### src/rtl/core/itp_pkg.sv
// shared types, character codes and priority helpers for the infix to postfix converter
package itp_pkg;

    // input word: one character of the infix expression
    typedef struct packed {
        logic [7:0] symbol;
        logic       expr_last;
    } t_in_word;

    // output word: one postfix result
    typedef struct packed {
        logic [7:0] out_char;
        logic       has_char;
        logic       run_last;
        logic       expr_done;
        logic [1:0] error_code;
    } t_out_word;

    // error codes
    localparam logic [1:0] ERR_NONE      = 2'd0;
    localparam logic [1:0] ERR_UNKNOWN   = 2'd1;
    localparam logic [1:0] ERR_UNMATCHED = 2'd2;
    localparam logic [1:0] ERR_OVERFLOW  = 2'd3;

    // character codes
    localparam logic [7:0] CH_OPEN    = 8'h28;
    localparam logic [7:0] CH_CLOSE   = 8'h29;
    localparam logic [7:0] CH_STAR    = 8'h2A;
    localparam logic [7:0] CH_PLUS    = 8'h2B;
    localparam logic [7:0] CH_MINUS   = 8'h2D;
    localparam logic [7:0] CH_SLASH   = 8'h2F;
    localparam logic [7:0] CH_PERCENT = 8'h25;
    localparam logic [7:0] CH_CARET   = 8'h5E;

    // token classes seen by the back end
    typedef enum logic [2:0] {
        TK_ALNUM,
        TK_OPEN,
        TK_CLOSE,
        TK_OPER,
        TK_UNKNOWN
    } t_tok_kind;

    // classified word passed from front to back
    typedef struct packed {
        t_tok_kind  kind;
        logic [7:0] symbol;
        logic       last;
    } t_token;

    // back end sequencer states
    typedef enum logic [2:0] {
        S_IDLE,
        S_EXEC,
        S_TOP,
        S_FLUSH,
        S_FTOP,
        S_END
    } t_back_state;

    // operator priority, zero for anything that is not an operator or open paren
    function automatic logic [2:0] prio_of(input logic [7:0] c);
        logic [2:0] p;
        unique case (c) inside
            CH_OPEN:                      p = 3'd1;
            CH_PLUS, CH_MINUS:            p = 3'd2;
            CH_STAR, CH_SLASH, CH_PERCENT: p = 3'd3;
            CH_CARET:                     p = 3'd4;
            default:                      p = 3'd0;
        endcase
        return p;
    endfunction

    // stack top leaves before the incoming operator; caret is right-associative
    function automatic logic pops_over(input logic [7:0] top, input logic [7:0] tok);
        logic r;
        if (top == CH_CARET && tok == CH_CARET) begin
            r = 1'b0;
        end else begin
            r = (prio_of(top) >= prio_of(tok));
        end
        return r;
    endfunction

endpackage

### src/rtl/core/itp_ram.sv
// generic single write port ram with registered read
module itp_ram #(
    parameter int WIDTH = 8,
    parameter int DEPTH = 32
) (
    input  logic                     i_clk,
    input  logic                     i_we,
    input  logic [$clog2(DEPTH)-1:0] i_waddr,
    input  logic [WIDTH-1:0]         i_wdata,
    input  logic                     i_re,
    input  logic [$clog2(DEPTH)-1:0] i_raddr,
    output logic [WIDTH-1:0]         o_rdata
);

    logic [WIDTH-1:0] r_mem [DEPTH];
    logic [WIDTH-1:0] r_rdata;

    // write port
    always_ff @(posedge i_clk) begin
        if (i_we) begin
            r_mem[i_waddr] <= i_wdata;
        end
    end

    // read port, data holds while no read is issued
    always_ff @(posedge i_clk) begin
        if (i_re) begin
            r_rdata <= r_mem[i_raddr];
        end
    end

    assign o_rdata = r_rdata;

endmodule

### src/rtl/core/itp_front.sv
// front end: accepts input words and classifies each character into a token
module itp_front (
    input  logic              i_in_valid,
    input  itp_pkg::t_in_word i_in_word,
    input  logic              i_q_full,
    output logic              o_in_stall,
    output logic              o_push,
    output itp_pkg::t_token   o_token
);
    import itp_pkg::*;

    logic       is_digit;
    logic       is_upper;
    logic       is_lower;
    logic [7:0] sym;

    assign sym = i_in_word.symbol;

    // accept whenever the queue has room
    assign o_in_stall = i_q_full;
    assign o_push     = i_in_valid && !i_q_full;

    // character ranges
    assign is_digit = (sym >= 8'h30) && (sym <= 8'h39);
    assign is_upper = (sym >= 8'h41) && (sym <= 8'h5A);
    assign is_lower = (sym >= 8'h61) && (sym <= 8'h7A);

    // token classification
    always_comb begin
        o_token.symbol = sym;
        o_token.last   = i_in_word.expr_last;
        if (is_digit || is_upper || is_lower) begin
            o_token.kind = TK_ALNUM;
        end else if (sym == CH_OPEN) begin
            o_token.kind = TK_OPEN;
        end else if (sym == CH_CLOSE) begin
            o_token.kind = TK_CLOSE;
        end else if (prio_of(sym) != 3'd0) begin
            o_token.kind = TK_OPER;
        end else begin
            o_token.kind = TK_UNKNOWN;
        end
    end

endmodule

### src/rtl/core/itp_queue.sv
// two entry token queue between front and back ends
module itp_queue (
    input  logic            i_clk,
    input  logic            i_rst_n,
    input  logic            i_push,
    input  itp_pkg::t_token i_token,
    output logic            o_full,
    input  logic            i_pop,
    output logic            o_valid,
    output itp_pkg::t_token o_token
);
    import itp_pkg::*;

    t_token     r_slot [2];
    logic       r_wptr, n_wptr;
    logic       r_rptr, n_rptr;
    logic [1:0] r_fill, n_fill;
    logic       do_pop;

    assign o_full  = (r_fill == 2'd2);
    assign o_valid = (r_fill != 2'd0);
    assign o_token = r_slot[r_rptr];
    assign do_pop  = i_pop && o_valid;

    // pointer and fill update
    always_comb begin
        n_wptr = i_push ? ~r_wptr : r_wptr;
        n_rptr = do_pop ? ~r_rptr : r_rptr;
        n_fill = r_fill;
        if (i_push && !do_pop) begin
            n_fill = r_fill + 2'd1;
        end else if (!i_push && do_pop) begin
            n_fill = r_fill - 2'd1;
        end
    end

    always_ff @(posedge i_clk) begin
        if (!i_rst_n) begin
            r_wptr <= 1'b0;
            r_rptr <= 1'b0;
            r_fill <= 2'd0;
        end else begin
            r_wptr <= n_wptr;
            r_rptr <= n_rptr;
            r_fill <= n_fill;
        end
    end

    // token storage
    always_ff @(posedge i_clk) begin
        if (i_push) begin
            r_slot[r_wptr] <= i_token;
        end
    end

endmodule

### src/rtl/core/itp_back.sv
// back end: operator stack sequencer, result hold slot and output register
module itp_back #(
    parameter int STACK_DEPTH = 32
) (
    input  logic               i_clk,
    input  logic               i_rst_n,
    input  logic               i_q_valid,
    input  itp_pkg::t_token    i_q_token,
    output logic               o_q_pop,
    output logic               o_out_valid,
    output itp_pkg::t_out_word o_out_word,
    input  logic               i_out_stall
);
    import itp_pkg::*;

    localparam int CW = $clog2(STACK_DEPTH + 1);
    localparam int AW = $clog2(STACK_DEPTH);

    t_back_state r_state, n_state;
    logic [CW-1:0] r_count, n_count;
    logic          r_disc, n_disc;
    t_token        r_tok;
    t_out_word     r_pend, n_pend;
    logic          r_pend_valid, n_pend_valid;
    t_out_word     r_out, n_out;
    logic          r_out_valid, n_out_valid;

    logic          emit_v;
    logic          fin_v;
    t_out_word     emit_word;
    logic          ram_we;
    logic          ram_re;
    logic [AW-1:0] ram_waddr;
    logic [AW-1:0] ram_raddr;
    logic [7:0]    top_sym;
    logic [CW-1:0] cnt_m1;
    logic          stack_full;
    logic          stack_empty;
    logic          can_load;
    logic          emit_ok;
    logic          finish_ok;
    logic          top_is_open;
    logic          top_pops;

    // operator stack memory
    itp_ram #(
        .WIDTH (8),
        .DEPTH (STACK_DEPTH)
    ) u_stack (
        .i_clk   (i_clk),
        .i_we    (ram_we),
        .i_waddr (ram_waddr),
        .i_wdata (r_tok.symbol),
        .i_re    (ram_re),
        .i_raddr (ram_raddr),
        .o_rdata (top_sym)
    );

    // stack status and flow conditions
    assign cnt_m1      = r_count - CW'(1);
    assign ram_waddr   = r_count[AW-1:0];
    assign ram_raddr   = cnt_m1[AW-1:0];
    assign stack_full  = (r_count == CW'(STACK_DEPTH));
    assign stack_empty = (r_count == '0);
    assign can_load    = !r_out_valid || !i_out_stall;
    assign emit_ok     = !r_pend_valid || can_load;
    assign finish_ok   = can_load || (!r_pend_valid && !r_tok.last);
    assign top_is_open = (top_sym == CH_OPEN);
    assign top_pops    = pops_over(top_sym, r_tok.symbol);

    // next state
    always_comb begin
        n_state = r_state;
        unique case (r_state)
            S_IDLE: begin
                if (i_q_valid) n_state = S_EXEC;
            end
            S_EXEC: begin
                if (r_disc) begin
                    n_state = S_END;
                end else begin
                    unique case (r_tok.kind)
                        TK_ALNUM: begin
                            if (emit_ok) n_state = r_tok.last ? S_FLUSH : S_END;
                        end
                        TK_OPEN: begin
                            if (stack_full) begin
                                if (emit_ok) n_state = S_END;
                            end else begin
                                n_state = r_tok.last ? S_FLUSH : S_END;
                            end
                        end
                        TK_CLOSE: begin
                            if (stack_empty) begin
                                if (emit_ok) n_state = S_END;
                            end else begin
                                n_state = S_TOP;
                            end
                        end
                        TK_OPER: begin
                            if (stack_empty) begin
                                n_state = r_tok.last ? S_FLUSH : S_END;
                            end else begin
                                n_state = S_TOP;
                            end
                        end
                        default: begin
                            if (emit_ok) n_state = S_END;
                        end
                    endcase
                end
            end
            S_TOP: begin
                if (r_tok.kind == TK_CLOSE) begin
                    if (top_is_open) begin
                        n_state = r_tok.last ? S_FLUSH : S_END;
                    end else if (emit_ok) begin
                        n_state = S_EXEC;
                    end
                end else if (top_pops) begin
                    if (emit_ok) n_state = S_EXEC;
                end else if (stack_full) begin
                    if (emit_ok) n_state = S_END;
                end else begin
                    n_state = r_tok.last ? S_FLUSH : S_END;
                end
            end
            S_FLUSH: begin
                n_state = stack_empty ? S_END : S_FTOP;
            end
            S_FTOP: begin
                if (emit_ok) n_state = top_is_open ? S_END : S_FLUSH;
            end
            S_END: begin
                if (finish_ok) n_state = i_q_valid ? S_EXEC : S_IDLE;
            end
            default: n_state = S_IDLE;
        endcase
    end

    // sequencer outputs: stack access, result emission, queue pop
    always_comb begin
        emit_v    = 1'b0;
        emit_word = '0;
        fin_v     = 1'b0;
        ram_we    = 1'b0;
        ram_re    = 1'b0;
        n_count   = r_count;
        n_disc    = r_disc;
        o_q_pop   = 1'b0;
        unique case (r_state)
            S_IDLE: begin
                o_q_pop = i_q_valid;
            end
            S_EXEC: begin
                if (!r_disc) begin
                    unique case (r_tok.kind)
                        TK_ALNUM: begin
                            if (emit_ok) begin
                                emit_v             = 1'b1;
                                emit_word.out_char = r_tok.symbol;
                                emit_word.has_char = 1'b1;
                            end
                        end
                        TK_OPEN: begin
                            if (stack_full) begin
                                if (emit_ok) begin
                                    emit_v               = 1'b1;
                                    emit_word.error_code = ERR_OVERFLOW;
                                    n_count              = '0;
                                    n_disc               = 1'b1;
                                end
                            end else begin
                                ram_we  = 1'b1;
                                n_count = r_count + CW'(1);
                            end
                        end
                        TK_CLOSE: begin
                            if (stack_empty) begin
                                if (emit_ok) begin
                                    emit_v               = 1'b1;
                                    emit_word.error_code = ERR_UNMATCHED;
                                    n_count              = '0;
                                    n_disc               = 1'b1;
                                end
                            end else begin
                                ram_re = 1'b1;
                            end
                        end
                        TK_OPER: begin
                            if (stack_empty) begin
                                ram_we  = 1'b1;
                                n_count = r_count + CW'(1);
                            end else begin
                                ram_re = 1'b1;
                            end
                        end
                        default: begin
                            if (emit_ok) begin
                                emit_v               = 1'b1;
                                emit_word.error_code = ERR_UNKNOWN;
                                n_count              = '0;
                                n_disc               = 1'b1;
                            end
                        end
                    endcase
                end
            end
            S_TOP: begin
                if (r_tok.kind == TK_CLOSE) begin
                    if (top_is_open) begin
                        n_count = cnt_m1;
                    end else if (emit_ok) begin
                        emit_v             = 1'b1;
                        emit_word.out_char = top_sym;
                        emit_word.has_char = 1'b1;
                        n_count            = cnt_m1;
                    end
                end else if (top_pops) begin
                    if (emit_ok) begin
                        emit_v             = 1'b1;
                        emit_word.out_char = top_sym;
                        emit_word.has_char = 1'b1;
                        n_count            = cnt_m1;
                    end
                end else if (stack_full) begin
                    if (emit_ok) begin
                        emit_v               = 1'b1;
                        emit_word.error_code = ERR_OVERFLOW;
                        n_count              = '0;
                        n_disc               = 1'b1;
                    end
                end else begin
                    ram_we  = 1'b1;
                    n_count = r_count + CW'(1);
                end
            end
            S_FLUSH: begin
                ram_re = !stack_empty;
            end
            S_FTOP: begin
                if (emit_ok) begin
                    emit_v = 1'b1;
                    if (top_is_open) begin
                        emit_word.error_code = ERR_UNMATCHED;
                        n_count              = '0;
                        n_disc               = 1'b1;
                    end else begin
                        emit_word.out_char = top_sym;
                        emit_word.has_char = 1'b1;
                        n_count            = cnt_m1;
                    end
                end
            end
            S_END: begin
                if (finish_ok) begin
                    fin_v   = 1'b1;
                    o_q_pop = i_q_valid;
                    if (r_tok.last) begin
                        n_disc  = 1'b0;
                        n_count = '0;
                    end
                end
            end
            default: ;
        endcase
    end

    // hold slot keeps one result back so the last one of a word can be marked
    always_comb begin
        n_out        = r_out;
        n_out_valid  = r_out_valid && i_out_stall;
        n_pend       = r_pend;
        n_pend_valid = r_pend_valid;
        if (emit_v) begin
            if (r_pend_valid) begin
                n_out       = r_pend;
                n_out_valid = 1'b1;
            end
            n_pend       = emit_word;
            n_pend_valid = 1'b1;
        end else if (fin_v) begin
            if (r_pend_valid) begin
                n_out           = r_pend;
                n_out.run_last  = 1'b1;
                n_out.expr_done = r_tok.last;
                n_out_valid     = 1'b1;
                n_pend_valid    = 1'b0;
            end else if (r_tok.last) begin
                n_out           = '0;
                n_out.run_last  = 1'b1;
                n_out.expr_done = 1'b1;
                n_out_valid     = 1'b1;
            end
        end
    end

    // control registers
    always_ff @(posedge i_clk) begin
        if (!i_rst_n) begin
            r_state      <= S_IDLE;
            r_count      <= '0;
            r_disc       <= 1'b0;
            r_pend_valid <= 1'b0;
            r_out_valid  <= 1'b0;
        end else begin
            r_state      <= n_state;
            r_count      <= n_count;
            r_disc       <= n_disc;
            r_pend_valid <= n_pend_valid;
            r_out_valid  <= n_out_valid;
        end
    end

    // payload registers
    always_ff @(posedge i_clk) begin
        if (o_q_pop) begin
            r_tok <= i_q_token;
        end
        r_pend <= n_pend;
        r_out  <= n_out;
    end

    assign o_out_valid = r_out_valid;
    assign o_out_word  = r_out;

endmodule

### src/rtl/core/infix_to_postfix_converter_core.sv
// top level of the shunting-yard infix to postfix converter
// Takes one ASCII character per input word and returns postfix characters, with run_last on
// the last result of each input word and expr_done on the final result of the expression.
// A front end classifies characters into a two-word queue, so input keeps flowing while the
// back end sequencer works on the operator stack, until the queue fills. In the back end
// a letter, a digit or a push passes through EXEC and END; every operator popped from the
// stack takes a stack memory read with registered data, then the emit, and an operator or
// close paren that reads a top it does not emit still spends a step on that read. The last
// word adds a read and an emit per flushed entry plus a final check in FLUSH, and a word
// that finds the back end idle is first taken from the queue in IDLE. The stack needs no
// clearing after reset; entries above the count are never read.
module infix_to_postfix_converter_core #(
    parameter int STACK_DEPTH = 32
) (
    input  logic               i_clk,
    input  logic               i_rst_n,
    input  logic               i_in_valid,
    output logic               o_in_stall,
    input  itp_pkg::t_in_word  i_in_word,
    output logic               o_out_valid,
    input  logic               i_out_stall,
    output itp_pkg::t_out_word o_out_word
);
    import itp_pkg::*;

    logic   q_push;
    logic   q_full;
    logic   q_valid;
    logic   q_pop;
    t_token f_token;
    t_token q_token;

    // classify incoming characters
    itp_front u_front (
        .i_in_valid (i_in_valid),
        .i_in_word  (i_in_word),
        .i_q_full   (q_full),
        .o_in_stall (o_in_stall),
        .o_push     (q_push),
        .o_token    (f_token)
    );

    // decoupling queue
    itp_queue u_queue (
        .i_clk   (i_clk),
        .i_rst_n (i_rst_n),
        .i_push  (q_push),
        .i_token (f_token),
        .o_full  (q_full),
        .i_pop   (q_pop),
        .o_valid (q_valid),
        .o_token (q_token)
    );

    // stack sequencer and output
    itp_back #(
        .STACK_DEPTH (STACK_DEPTH)
    ) u_back (
        .i_clk       (i_clk),
        .i_rst_n     (i_rst_n),
        .i_q_valid   (q_valid),
        .i_q_token   (q_token),
        .o_q_pop     (q_pop),
        .o_out_valid (o_out_valid),
        .o_out_word  (o_out_word),
        .i_out_stall (i_out_stall)
    );

endmodule

### config.mk
export PLATFORM = sky130hd
export DESIGN_NAME = infix_to_postfix_converter_core
export DESIGN_NICKNAME = d
export VERILOG_FILES = /design/src/rtl/core/itp_pkg.sv /design/src/rtl/core/itp_ram.sv /design/src/rtl/core/itp_front.sv /design/src/rtl/core/itp_queue.sv /design/src/rtl/core/itp_back.sv /design/src/rtl/core/infix_to_postfix_converter_core.sv
export SDC_FILE = /design/constraint.sdc
export NUM_CORES = 1
export LEC_CHECK = 0
export CAP_MARGIN = 0
export CORE_ASPECT_RATIO = 0.8
export CORE_MARGIN = 2
export CORE_UTILIZATION = 60
export DETAILED_ROUTE_END_ITERATION = 7
export DONT_BUFFER_PORTS = 1
export PLACE_DENSITY = 0.76
export SLEW_MARGIN = 0
export SYNTH_ARGS = -nofsm -noshare
export SYNTH_HDL_FRONTEND = slang
export SYNTH_SLANG_ARGS = --single-unit
### constraint.sdc
create_clock -name i_clk -period 4.49 [get_ports i_clk]
set_input_delay 0.898 -clock i_clk [delete_from_list [all_inputs] [get_ports i_clk]]
set_output_delay 0.898 -clock i_clk [all_outputs]
set_load 0.005 [all_outputs]
==> results of run 1 <==
## layout make-up
cell class / instances / area (sq um) / area share
tap: 318 / 397.9 / 0.02490
sequential: 340 / 10050 / 0.6291
clock buffer: 46 / 842.1 / 0.05269
timing repair buffer: 30 / 225.2 / 0.01409
clock inverter: 11 / 56.30 / 0.003523
multi-input combinational: 473 / 4354 / 0.2724
inverter: 14 / 52.55 / 0.003288
## kinds of logic (layout without fill, tap and decap cells)
logic type,count (synthesis),count (layout),synth area share
buf+inv,60,101,0.01827
mux,103,103,0.1421
simple gates,213,213,0.07623
flops,340,340,0.6857
xor+xnor,14,14,0.008366
compound gates,134,134,0.06164
fa+ha+maj,9,9,0.007683
## state kept, by name, indices dropped and copies added, names as in the netlist
signal / count
u_back.u_stack.r_mem: 256
u_queue.r_slot: 24
u_back.o_out_word: 13
u_back.r_tok: 12
u_back.r_pend: 11
u_back.u_stack.o_rdata: 8
u_back.r_count: 6
u_back.r_state: 3
u_queue.r_fill: 2
u_back.o_out_valid: 1
u_back.r_disc: 1
u_back.r_pend_valid: 1
u_queue.r_rptr: 1
u_queue.r_wptr: 1
## placed cells by master (no fill, tap or decap), types with 3 or more instances in the layout
cell type,count
ha_1,8
clkinv_2,5
buf_4,30
a31oi_1,7
and3_1,6
o211ai_1,7
edfxtp_1,324
a221oi_1,4
mux4_2,73
o21a_1,4
mux2_2,20
nor2b_1,19
a21oi_1,39
or3_1,9
clkbuf_1,14
nand2b_1,8
nand3_1,17
mux2i_1,3
xor2_1,5
dfxtp_1,15
inv_1,13
clkinv_1,5
o22ai_1,3
o311a_1,3
nor2_1,72
nor3_1,7
nor3b_1,5
nand2_1,38
o21ai_0,24
and2_1,3
a22o_1,8
o31ai_1,6
mux4_1,7
clkbuf_16,31
xnor2_1,8
## worst max-delay path: cells and delay by family, from the launching register on
kind / cells / cell delay (ns)
AND/OR/NAND/NOR: 4 / 1.68
AO/OA/AOI/OAI: 6 / 1.10
flip-flops: 1 / 0.63
adder cells (fa/ha/maj): 1 / 0.20
## per-stage QoR
step           total power (uW)  area, sq um  instances    util  hold slack, ns
5_1_grt                   10750        15980       1232  0.6608          0.4068
2_1_floorplan              6865        14660        873       -          0.4930
6_report                  10280        15980       1232  0.6608          0.4323
4_1_cts                   10310        15980       1232  0.6608          0.4138
3_3_place_gp               7852        15080       1175  0.6237          0.5111
3_5_place_dp               7964        15080       1175  0.6237          0.5232
## worst max-delay path by stage
stage	endpoint	cells after the start	from	slack, ns
after CTS	u_back.u_stack.r_mem[28][6]	11	u_back.r_tok[3]	0.58
after global routing	u_back.u_stack.r_mem[17][7]	9	u_back.r_tok[3]	0.29
final	u_back.u_stack.r_mem[17][6]	11	u_back.r_tok[3]	0.50
after global placement	u_back.u_stack.r_mem[17][7]	11	u_back.r_tok[3]	0.64
after detailed placement	u_back.u_stack.r_mem[26][3]	11	u_back.r_tok[3]	0.61
after floorplan	u_queue.r_fill[1]	8	i_out_stall	1.19
## power groups by stage
stage | Combinational (uW) | Clock, uW | Sequential (uW)
2_1_floorplan | 2390 | 0 | 4480
3_3_place_gp | 3340 | 0 | 4510
3_5_place_dp | 3430 | 0 | 4530
4_1_cts | 3430 | 2400 | 4470
5_1_grt | 3700 | 2530 | 4520
6_report | 3430 | 2370 | 4470
## routing by layer
metal | vias up | track usage | part of all wire
met4 | 0 | 0.06033 | 0.023
met1 | 4129 | 0.4004 | 0.43
met2 | 431 | 0.3757 | 0.45
met3 | 62 | 0.05767 | 0.099
met5 | - | 0 | 0
li1 | 3561 | - | -
==> flow_metrics.env, run 1 <==
export IMPL_hold_path_class="in2reg"
export IMPL_tightestPinTransition_ns=1.098
export IMPL_grt_pass1_vias=8006
export IMPL_synth_area_top_cells="edfxtp_1 66%, mux4_2 11%, dfxtp_1 2.2%, nor2_1 1.8%, mux2_2 1.5%"
export IMPL_finalClockSkew_ns=0.01107
export IMPL_slowest_stage="nor2_1"
export IMPL_crit_type="reg2reg"
export IMPL_p_clk_frac=0.231
export IMPL_yosysUniqueCellTypes=74
export IMPL_drt_iter0_drc=1070
export IMPL_switchingPower_uw=3387
export IMPL_dr_pass1_iters=5
export IMPL_ys_seq_elements=340
export IMPL_place_congestion=0.9449
export IMPL_hp_start="i_in_word[5]"
export IMPL_root_buffer="clkbuf_16"
export IMPL_cts_resized=0
export IMPL_portBuffers=0
export IMPL_cp_data_required_time_ns=4.67
export IMPL_wl_per_cell_um=25.74
export IMPL_dieArea_sq_um=25700
export IMPL_p_per_area_nw_per_um2=643.2
export IMPL_cts_tree="done"
export IMPL_core_sq_um=24180
export IMPL_vias_per_cell=6.642
export IMPL_die_w_um=178.7
export IMPL_tns_ns=0
export IMPL_reg2reg_depth=11
export IMPL_r2r_start="u_back.r_tok[3]"
export IMPL_antenna_cells=0
export IMPL_area_growth_pct=9.041
export IMPL_hold_viol_final=0
export IMPL_maxCapViolations=0
export IMPL_p_leak_uw=0.005070
export IMPL_grt_pass1_wl_um=48430
export IMPL_layout_drive_gt1_share=0.1958
export IMPL_path_cells="nand2_1, o21ai_0, o21ai_0, or4_1, ha_1, a21oi_1, o21a_1, o211ai_1, a21oi_1, nand2_1, nor2_1"
export IMPL_syn_inst=873
export IMPL_setup_viol=0
export IMPL_worstReg2RegEnd="u_back.u_stack.r_mem[17][6]"
export IMPL_synth_nets=895
export IMPL_clkTransAtPathRegs_ns=0.06
export IMPL_period_minus_slack_ns=3.988
export IMPL_period_share=0.8882
export IMPL_synth_top_area_frac=0.6638
export IMPL_min_path_cells=0
export IMPL_rrSetupSlack_ns=0.50
export IMPL_final_max_slew_viol_count=0
export IMPL_max_freq_mhz=250.8
export IMPL_grt_max_degree=60
export IMPL_ios=28
export IMPL_pwr_share_comb=0.334
export IMPL_place_ws_ns=0.6064
export IMPL_yosys_warnings=0
export IMPL_antenna_found_initial=0
export IMPL_cts_sinks=340
export IMPL_syn_area_sq_um=14660
export IMPL_outcome="completed"
export IMPL_fill_cells=1610
export IMPL_die_h_um=143.8
export IMPL_crit_path_max_fanout=14
export IMPL_slew_headroom=0.2681
export IMPL_cts_max_level=1
export IMPL_clock_latency_ns=0.56
export IMPL_fin_nets=912
export IMPL_synth_edf_count=324
export IMPL_swShare=0.3295
export IMPL_power_frac_seq=0.435
export IMPL_cts_made_buffers=31
export IMPL_rsz0062_at_grt="no"
export IMPL_synth_top_cells_by_count="324 x edfxtp_1, 73 x mux4_2, 72 x nor2_1, 39 x a21oi_1, 38 x nand2_1"
export IMPL_worst_slack_ns=0.5021
export IMPL_track_usage=0.2573
export IMPL_start_util=0.6060
export IMPL_rows=51
export IMPL_critPathMaxStageDelay_ns=0.78
export IMPL_yosysMostFrequentCell="edfxtp_1"
export IMPL_wirelength_um=31710
export IMPL_hold_end="u_queue.r_slot[1][5]"
export IMPL_synth_async_reset_ratio=0
export IMPL_cp_data_arrival_time_ns=4.17
export IMPL_ir_drop_v=0.0003788
export IMPL_cts_hold_buf=0
export IMPL_clock_path_buffers=3
export IMPL_start_kind="flop"
export IMPL_vias=8183
export IMPL_overflow=0
export IMPL_cp_end_kind="flop"
export IMPL_intPower_uw=6892
export IMPL_post_cts_setup_buffers=0
export IMPL_drcViolationCount=0
export IMPL_synth_area_per_cell_sq_um=16.79
export IMPL_ys_flop_type="edfxtp_1"
export IMPL_antenna_left=0
export IMPL_yosysTopAreaCell="edfxtp_1"
export IMPL_hpwlAfterDp_um=20730
export IMPL_synth_seq_area_share=0.6857
Power figures use the tool's default switching activity.
==> run 2: changes to the inputs <==
- CTS_BUF_LIST: not set -> sky130_fd_sc_hd__clkbuf_16
==> run 2 against run 1 <==
Against the previous run:
- critical path depth unchanged
- design area hardly changed
- sequential power about the same
- cell count unchanged
- combinational power barely moved
- via count is 0.15% lower
- sequential cell count did not move
- clock power fell by 2%
- register-to-register slack lost 0.05 ns
==> flow_metrics.env, run 2 (synthesis results as in run 1) <==
export IMPL_die_h_um=143.8
export IMPL_start_util=0.6060
export IMPL_grt_max_degree=60
export IMPL_max_flop_register="u_back.u_stack.r_mem"
export IMPL_fill_cells=1609
export IMPL_antenna_cells=0
export IMPL_hold_path_class="in2reg"
export IMPL_cp_data_arrival_time_ns=4.22
export IMPL_hold_end="u_queue.r_slot[1][5]"
export IMPL_wirelength_um=31670
export IMPL_r2r_start="u_back.r_tok[3]"
export IMPL_root_buffer="clkbuf_16"
export IMPL_grt_pass1_wl_um=48410
export IMPL_hold_viol_final=0
export IMPL_fin_nets=912
export IMPL_start_kind="flop"
export IMPL_fin_area_sq_um=15970
export IMPL_cts_tree="done"
export IMPL_crit_type="reg2reg"
export IMPL_ir_drop_v=0.0003791
export IMPL_layout_drive_gt1_share=0.1947
export IMPL_slew_headroom=0.2669
export IMPL_final_common_cell="edfxtp_1"
export IMPL_placed_area_sq_um=15080
export IMPL_core_sq_um=24180
export IMPL_crit_family="simple AND/OR/NAND/NOR gates"
export IMPL_reg2reg_depth=11
export IMPL_p_per_area_nw_per_um2=641.2
export IMPL_antenna_left=0
export IMPL_period_minus_slack_ns=4.040
export IMPL_multi_input_area_sq_um=4354
export IMPL_path_cells="nand2_1, o21ai_0, o21ai_0, or4_1, ha_1, a21oi_1, o21a_1, o211ai_1, a21oi_1, nand2_1, nor2_1"
export IMPL_vias_per_cell=6.632
export IMPL_post_cts_setup_buffers=0
export IMPL_clkTransAtPathRegs_ns=0.06
export IMPL_critPathMaxStageDelay_ns=0.81
export IMPL_dieArea_sq_um=25700
export IMPL_cp_num_buf_inv=0
export IMPL_cts_hold_buf=0
export IMPL_dr_pass1_iters=5
export IMPL_finalPower_uw=10240
export IMPL_area_growth_pct=8.972
export IMPL_setup_viol=0
export IMPL_clock_path_buffers=3
export IMPL_hp_start="i_in_word[5]"
export IMPL_clock_latency_ns=0.56
export IMPL_final_cell_mix="324 x edfxtp_1, 73 x mux4_2, 72 x nor2_1"
export IMPL_wl_per_cell_um=25.70
export IMPL_cts_max_level=1
export IMPL_tns_ns=0
export IMPL_cp_end_kind="flop"
export IMPL_finalClockSkew_ns=0.008458
export IMPL_drcViolationCount=0
export IMPL_largest_register_ff_count=256
export IMPL_drt_iter0_drc=1112
export IMPL_ff_latch_area_sq_um=10050
export IMPL_antenna_found_initial=0
export IMPL_max_freq_mhz=247.5
export IMPL_final_max_slew_viol_count=0
export IMPL_rows=51
export IMPL_track_usage=0.2571
export IMPL_rsz0062_at_grt="no"
export IMPL_period_share=0.8997
export IMPL_slowest_stage="nor2_1"
export IMPL_worstReg2RegEnd="u_back.u_stack.r_mem[17][6]"
export IMPL_cp_data_required_time_ns=4.67
export IMPL_vias=8171
export IMPL_cts_resized=0
export IMPL_ios=28
export IMPL_portBuffers=0
export IMPL_grt_pass1_vias=8002
export IMPL_maxCapViolations=0
export IMPL_hpwlAfterDp_um=20730
export IMPL_overflow=0
export IMPL_p_leak_uw=0.005122
export IMPL_tightestPinTransition_ns=1.100
export IMPL_cts_sinks=340
export IMPL_outcome="completed"
export IMPL_rrSetupSlack_ns=0.45
export IMPL_cts_made_buffers=31
export IMPL_min_path_cells=0
export IMPL_place_congestion=0.9449
export IMPL_die_w_um=178.7
export IMPL_crit_path_max_fanout=14
==> run 2: changes by cell type in the layout (fill, tap and decap cells not counted), sizes merged <==
| cell | delta |
|---|---|
| clkinv | +1 |
| clkbuf | -15 |
| inv | +14 |
==> run 2: where the power goes <==
part	internal [uW]	switching [uW]
logic	1430	2010
clock network	1240	1090
registers	4170	301
==> run 2: metrics by stage <==
stage                     hold WS [ns]  setup WS [ns]  utilization  cells
final                           0.4307         0.4503       0.6604   1232
after global placement          0.5111         0.6412       0.6237   1175
after CTS                       0.4138         0.5791       0.6604   1232
after detailed placement        0.5232         0.6064       0.6237   1175
after global routing            0.4067         0.2856       0.6604   1232
after floorplan                 0.4930          1.187            -    873
==> run 2: metal layers <==
metal  global-route usage  share of wire
met3              0.05767          0.097
met1               0.4004           0.43
met2               0.3755           0.45
met5                    0              0
met4              0.05991          0.023
==> run 2: worst max-delay path by stage <==
stage,startpoint,depth (start not counted),endpoint
final,u_back.r_tok[3],11,u_back.u_stack.r_mem[17][6]
after global routing,u_back.r_tok[3],9,u_back.u_stack.r_mem[17][7]
after CTS,u_back.r_tok[3],11,u_back.u_stack.r_mem[28][6]
after detailed placement,u_back.r_tok[3],11,u_back.u_stack.r_mem[26][3]
after global placement,u_back.r_tok[3],11,u_back.u_stack.r_mem[17][7]
after floorplan,i_out_stall,8,u_queue.r_fill[1]
==> run 2: cell type report <==
type / instances / share of cell area
Clock buffer: 31 / 0.04857
Clock inverter: 26 / 0.007051
Timing Repair Buffer: 30 / 0.01410
Multi-Input combinational cell: 473 / 0.2726
Sequential cell: 340 / 0.6295
Inverter: 14 / 0.003290
Tap cell: 318 / 0.02491
==> run 3: changes to the inputs <==
- CORE_MARGIN: 2 -> not set
==> run 3 against run 2 <==
Against the previous run:
- global-route usage up 2.6 points
- clock skew rose by 0.011 ns
- power increased by 5.3%
- count of clock-buffer cells in the layout increased by 4
- critical endpoint unchanged
- highest routed layer unchanged
==> flow_metrics.env, run 3 (synthesis results as in run 1) <==
export IMPL_outcome="completed"
export IMPL_die_w_um=176.7
export IMPL_cp_end_kind="flop"
export IMPL_holdWs_ns=0.4841
export IMPL_p_per_area_nw_per_um2=665.9
export IMPL_setup_viol=0
export IMPL_start_util=0.6182
export IMPL_max_flop_register="u_back.u_stack.r_mem"
export IMPL_rows=50
export IMPL_hold_path_class="in2reg"
export IMPL_finalClockSkew_ns=0.01970
export IMPL_slew_headroom=0.2696
export IMPL_cts_hold_buf=0
export IMPL_cts_made_buffers=34
export IMPL_hp_start="i_in_word[5]"
export IMPL_drcViolationCount=0
export IMPL_dr_pass1_iters=5
export IMPL_final_cell_mix="324 x edfxtp_1, 73 x mux4_2, 72 x nor2_1"
export IMPL_area_growth_pct=10.49
export IMPL_dp_cells=1172
export IMPL_period_share=0.8793
export IMPL_vias=8314
export IMPL_ios=28
export IMPL_cts_tree="done"
export IMPL_multi_input_area_sq_um=4354
export IMPL_start_kind="flop"
export IMPL_overflow=0
export IMPL_clkTransAtPathRegs_ns=0.06
export IMPL_track_usage=0.2833
export IMPL_antenna_found_initial=0
export IMPL_ir_drop_v=0.0003302
export IMPL_grt_max_degree=44
export IMPL_critPathLaunch="u_back.r_tok[8]"
export IMPL_hpwlAfterDp_um=22120
export IMPL_hold_viol_final=0
export IMPL_hold_end="u_queue.r_slot[0][5]"
export IMPL_reg2reg_depth=9
export IMPL_root_buffer="clkbuf_16"
export IMPL_wirelength_um=34010
export IMPL_cts_max_level=2
export IMPL_final_max_slew_viol_count=0
export IMPL_grt_pass1_wl_um=51200
export IMPL_max_freq_mhz=253.3
export IMPL_rsz0062_at_grt="no"
export IMPL_antenna_left=0
export IMPL_p_leak_uw=0.005218
export IMPL_cts_resized=0
export IMPL_place_congestion=0.9521
export IMPL_post_cts_setup_buffers=0
export IMPL_clock_latency_ns=0.51
export IMPL_fill_cells=1505
export IMPL_layout_drive_gt1_share=0.2061
export IMPL_wl_per_cell_um=27.67
export IMPL_dieArea_sq_um=25060
export IMPL_drt_iter0_drc=948
export IMPL_fin_nets=918
export IMPL_grt_pass1_vias=8197
export IMPL_crit_type="reg2reg"
export IMPL_cp_data_required_time_ns=4.61
export IMPL_tightestPinTransition_ns=1.092
export IMPL_rrSetupSlack_ns=0.54
export IMPL_largest_register_ff_count=256
export IMPL_clock_path_buffers=3
export IMPL_cts_sinks=340
export IMPL_min_path_cells=0
export IMPL_portBuffers=0
export IMPL_worstReg2RegEnd="u_back.u_stack.r_mem[17][6]"
export IMPL_period_minus_slack_ns=3.948
export IMPL_finalPower_uw=10780
export IMPL_core_sq_um=23710
export IMPL_fin_cells=1229
export IMPL_die_h_um=141.8
export IMPL_antenna_cells=0
export IMPL_final_common_cell="edfxtp_1"
export IMPL_r2r_start="u_back.r_tok[8]"
export IMPL_ff_latch_area_sq_um=10050
export IMPL_cp_data_arrival_time_ns=4.07
export IMPL_vias_per_cell=6.765
export IMPL_maxCapViolations=0
export IMPL_tns_ns=0
export IMPL_crit_path_max_fanout=17
==> run 3: changes by cell type in the layout (fill, tap and decap cells not counted), sizes merged <==
cell and change:
buf +3, inv -4, clkinvlp -1, clkbuf +4
clkinv -3, bufinv +4
==> run 3: through the flow <==
step	util	area (sq um)	setup slack, ns
after global routing	0.6830	16190	0.3415
after floorplan	-	14660	1.187
after global placement	0.6373	15110	0.7900
final	0.6830	16190	0.5421
after detailed placement	0.6373	15110	0.6670
after CTS	0.6830	16190	0.5910
==> run 3: layer usage <==
metal / global-route usage / vias to the layer above / share of wire
met5: 0 / - / 0
met4: 0.07441 / 0 / 0.020
met3: 0.06056 / 51 / 0.097
met2: 0.4275 / 466 / 0.47
met1: 0.4243 / 4237 / 0.41
li1: - / 3560 / -
==> run 3: worst max path at each step <==
stage,cells after the start,slack [ns],endpoint
2_1_floorplan,8,1.19,u_queue.r_fill[1]
3_3_place_gp,9,0.79,u_back.u_stack.r_mem[17][0]
3_5_place_dp,9,0.67,u_back.u_stack.r_mem[29][5]
4_1_cts,9,0.59,u_back.u_stack.r_mem[29][4]
5_1_grt,9,0.34,u_back.u_stack.r_mem[29][4]
6_report,9,0.54,u_back.u_stack.r_mem[17][6]
==> run 3: layout make-up <==
class | instances | area share
Sequential cell | 340 | 0.6208
Multi-Input combinational cell | 473 | 0.2689
Clock buffer | 35 | 0.05408
Tap cell | 312 | 0.02411
Timing Repair Buffer | 33 | 0.01607
Clock inverter | 22 | 0.01283
Inverter | 14 | 0.003245
==> run 3: power breakdown <==
group | total [uW] | leakage, uW | switching (uW) | internal, uW
clock | 2790 | 0.000568 | 1150 | 1640
sequential | 4470 | 0.00307 | 297 | 4170
combinational | 3530 | 0.00158 | 2060 | 1470
total | 10800 | 0.00522 | 3510 | 7280
==> run 3: worst max-delay path: stages, from the launching register on <==
cell	delay (ns)
edfxtp_1	0.64
nor4bb_1	0.53
nand2_1	0.12
ha_1	0.30
a21oi_1	0.18
o21a_1	0.19
o211ai_1	0.15
a21oi_1	0.31
nand2_1	0.38
nor2_1	0.76
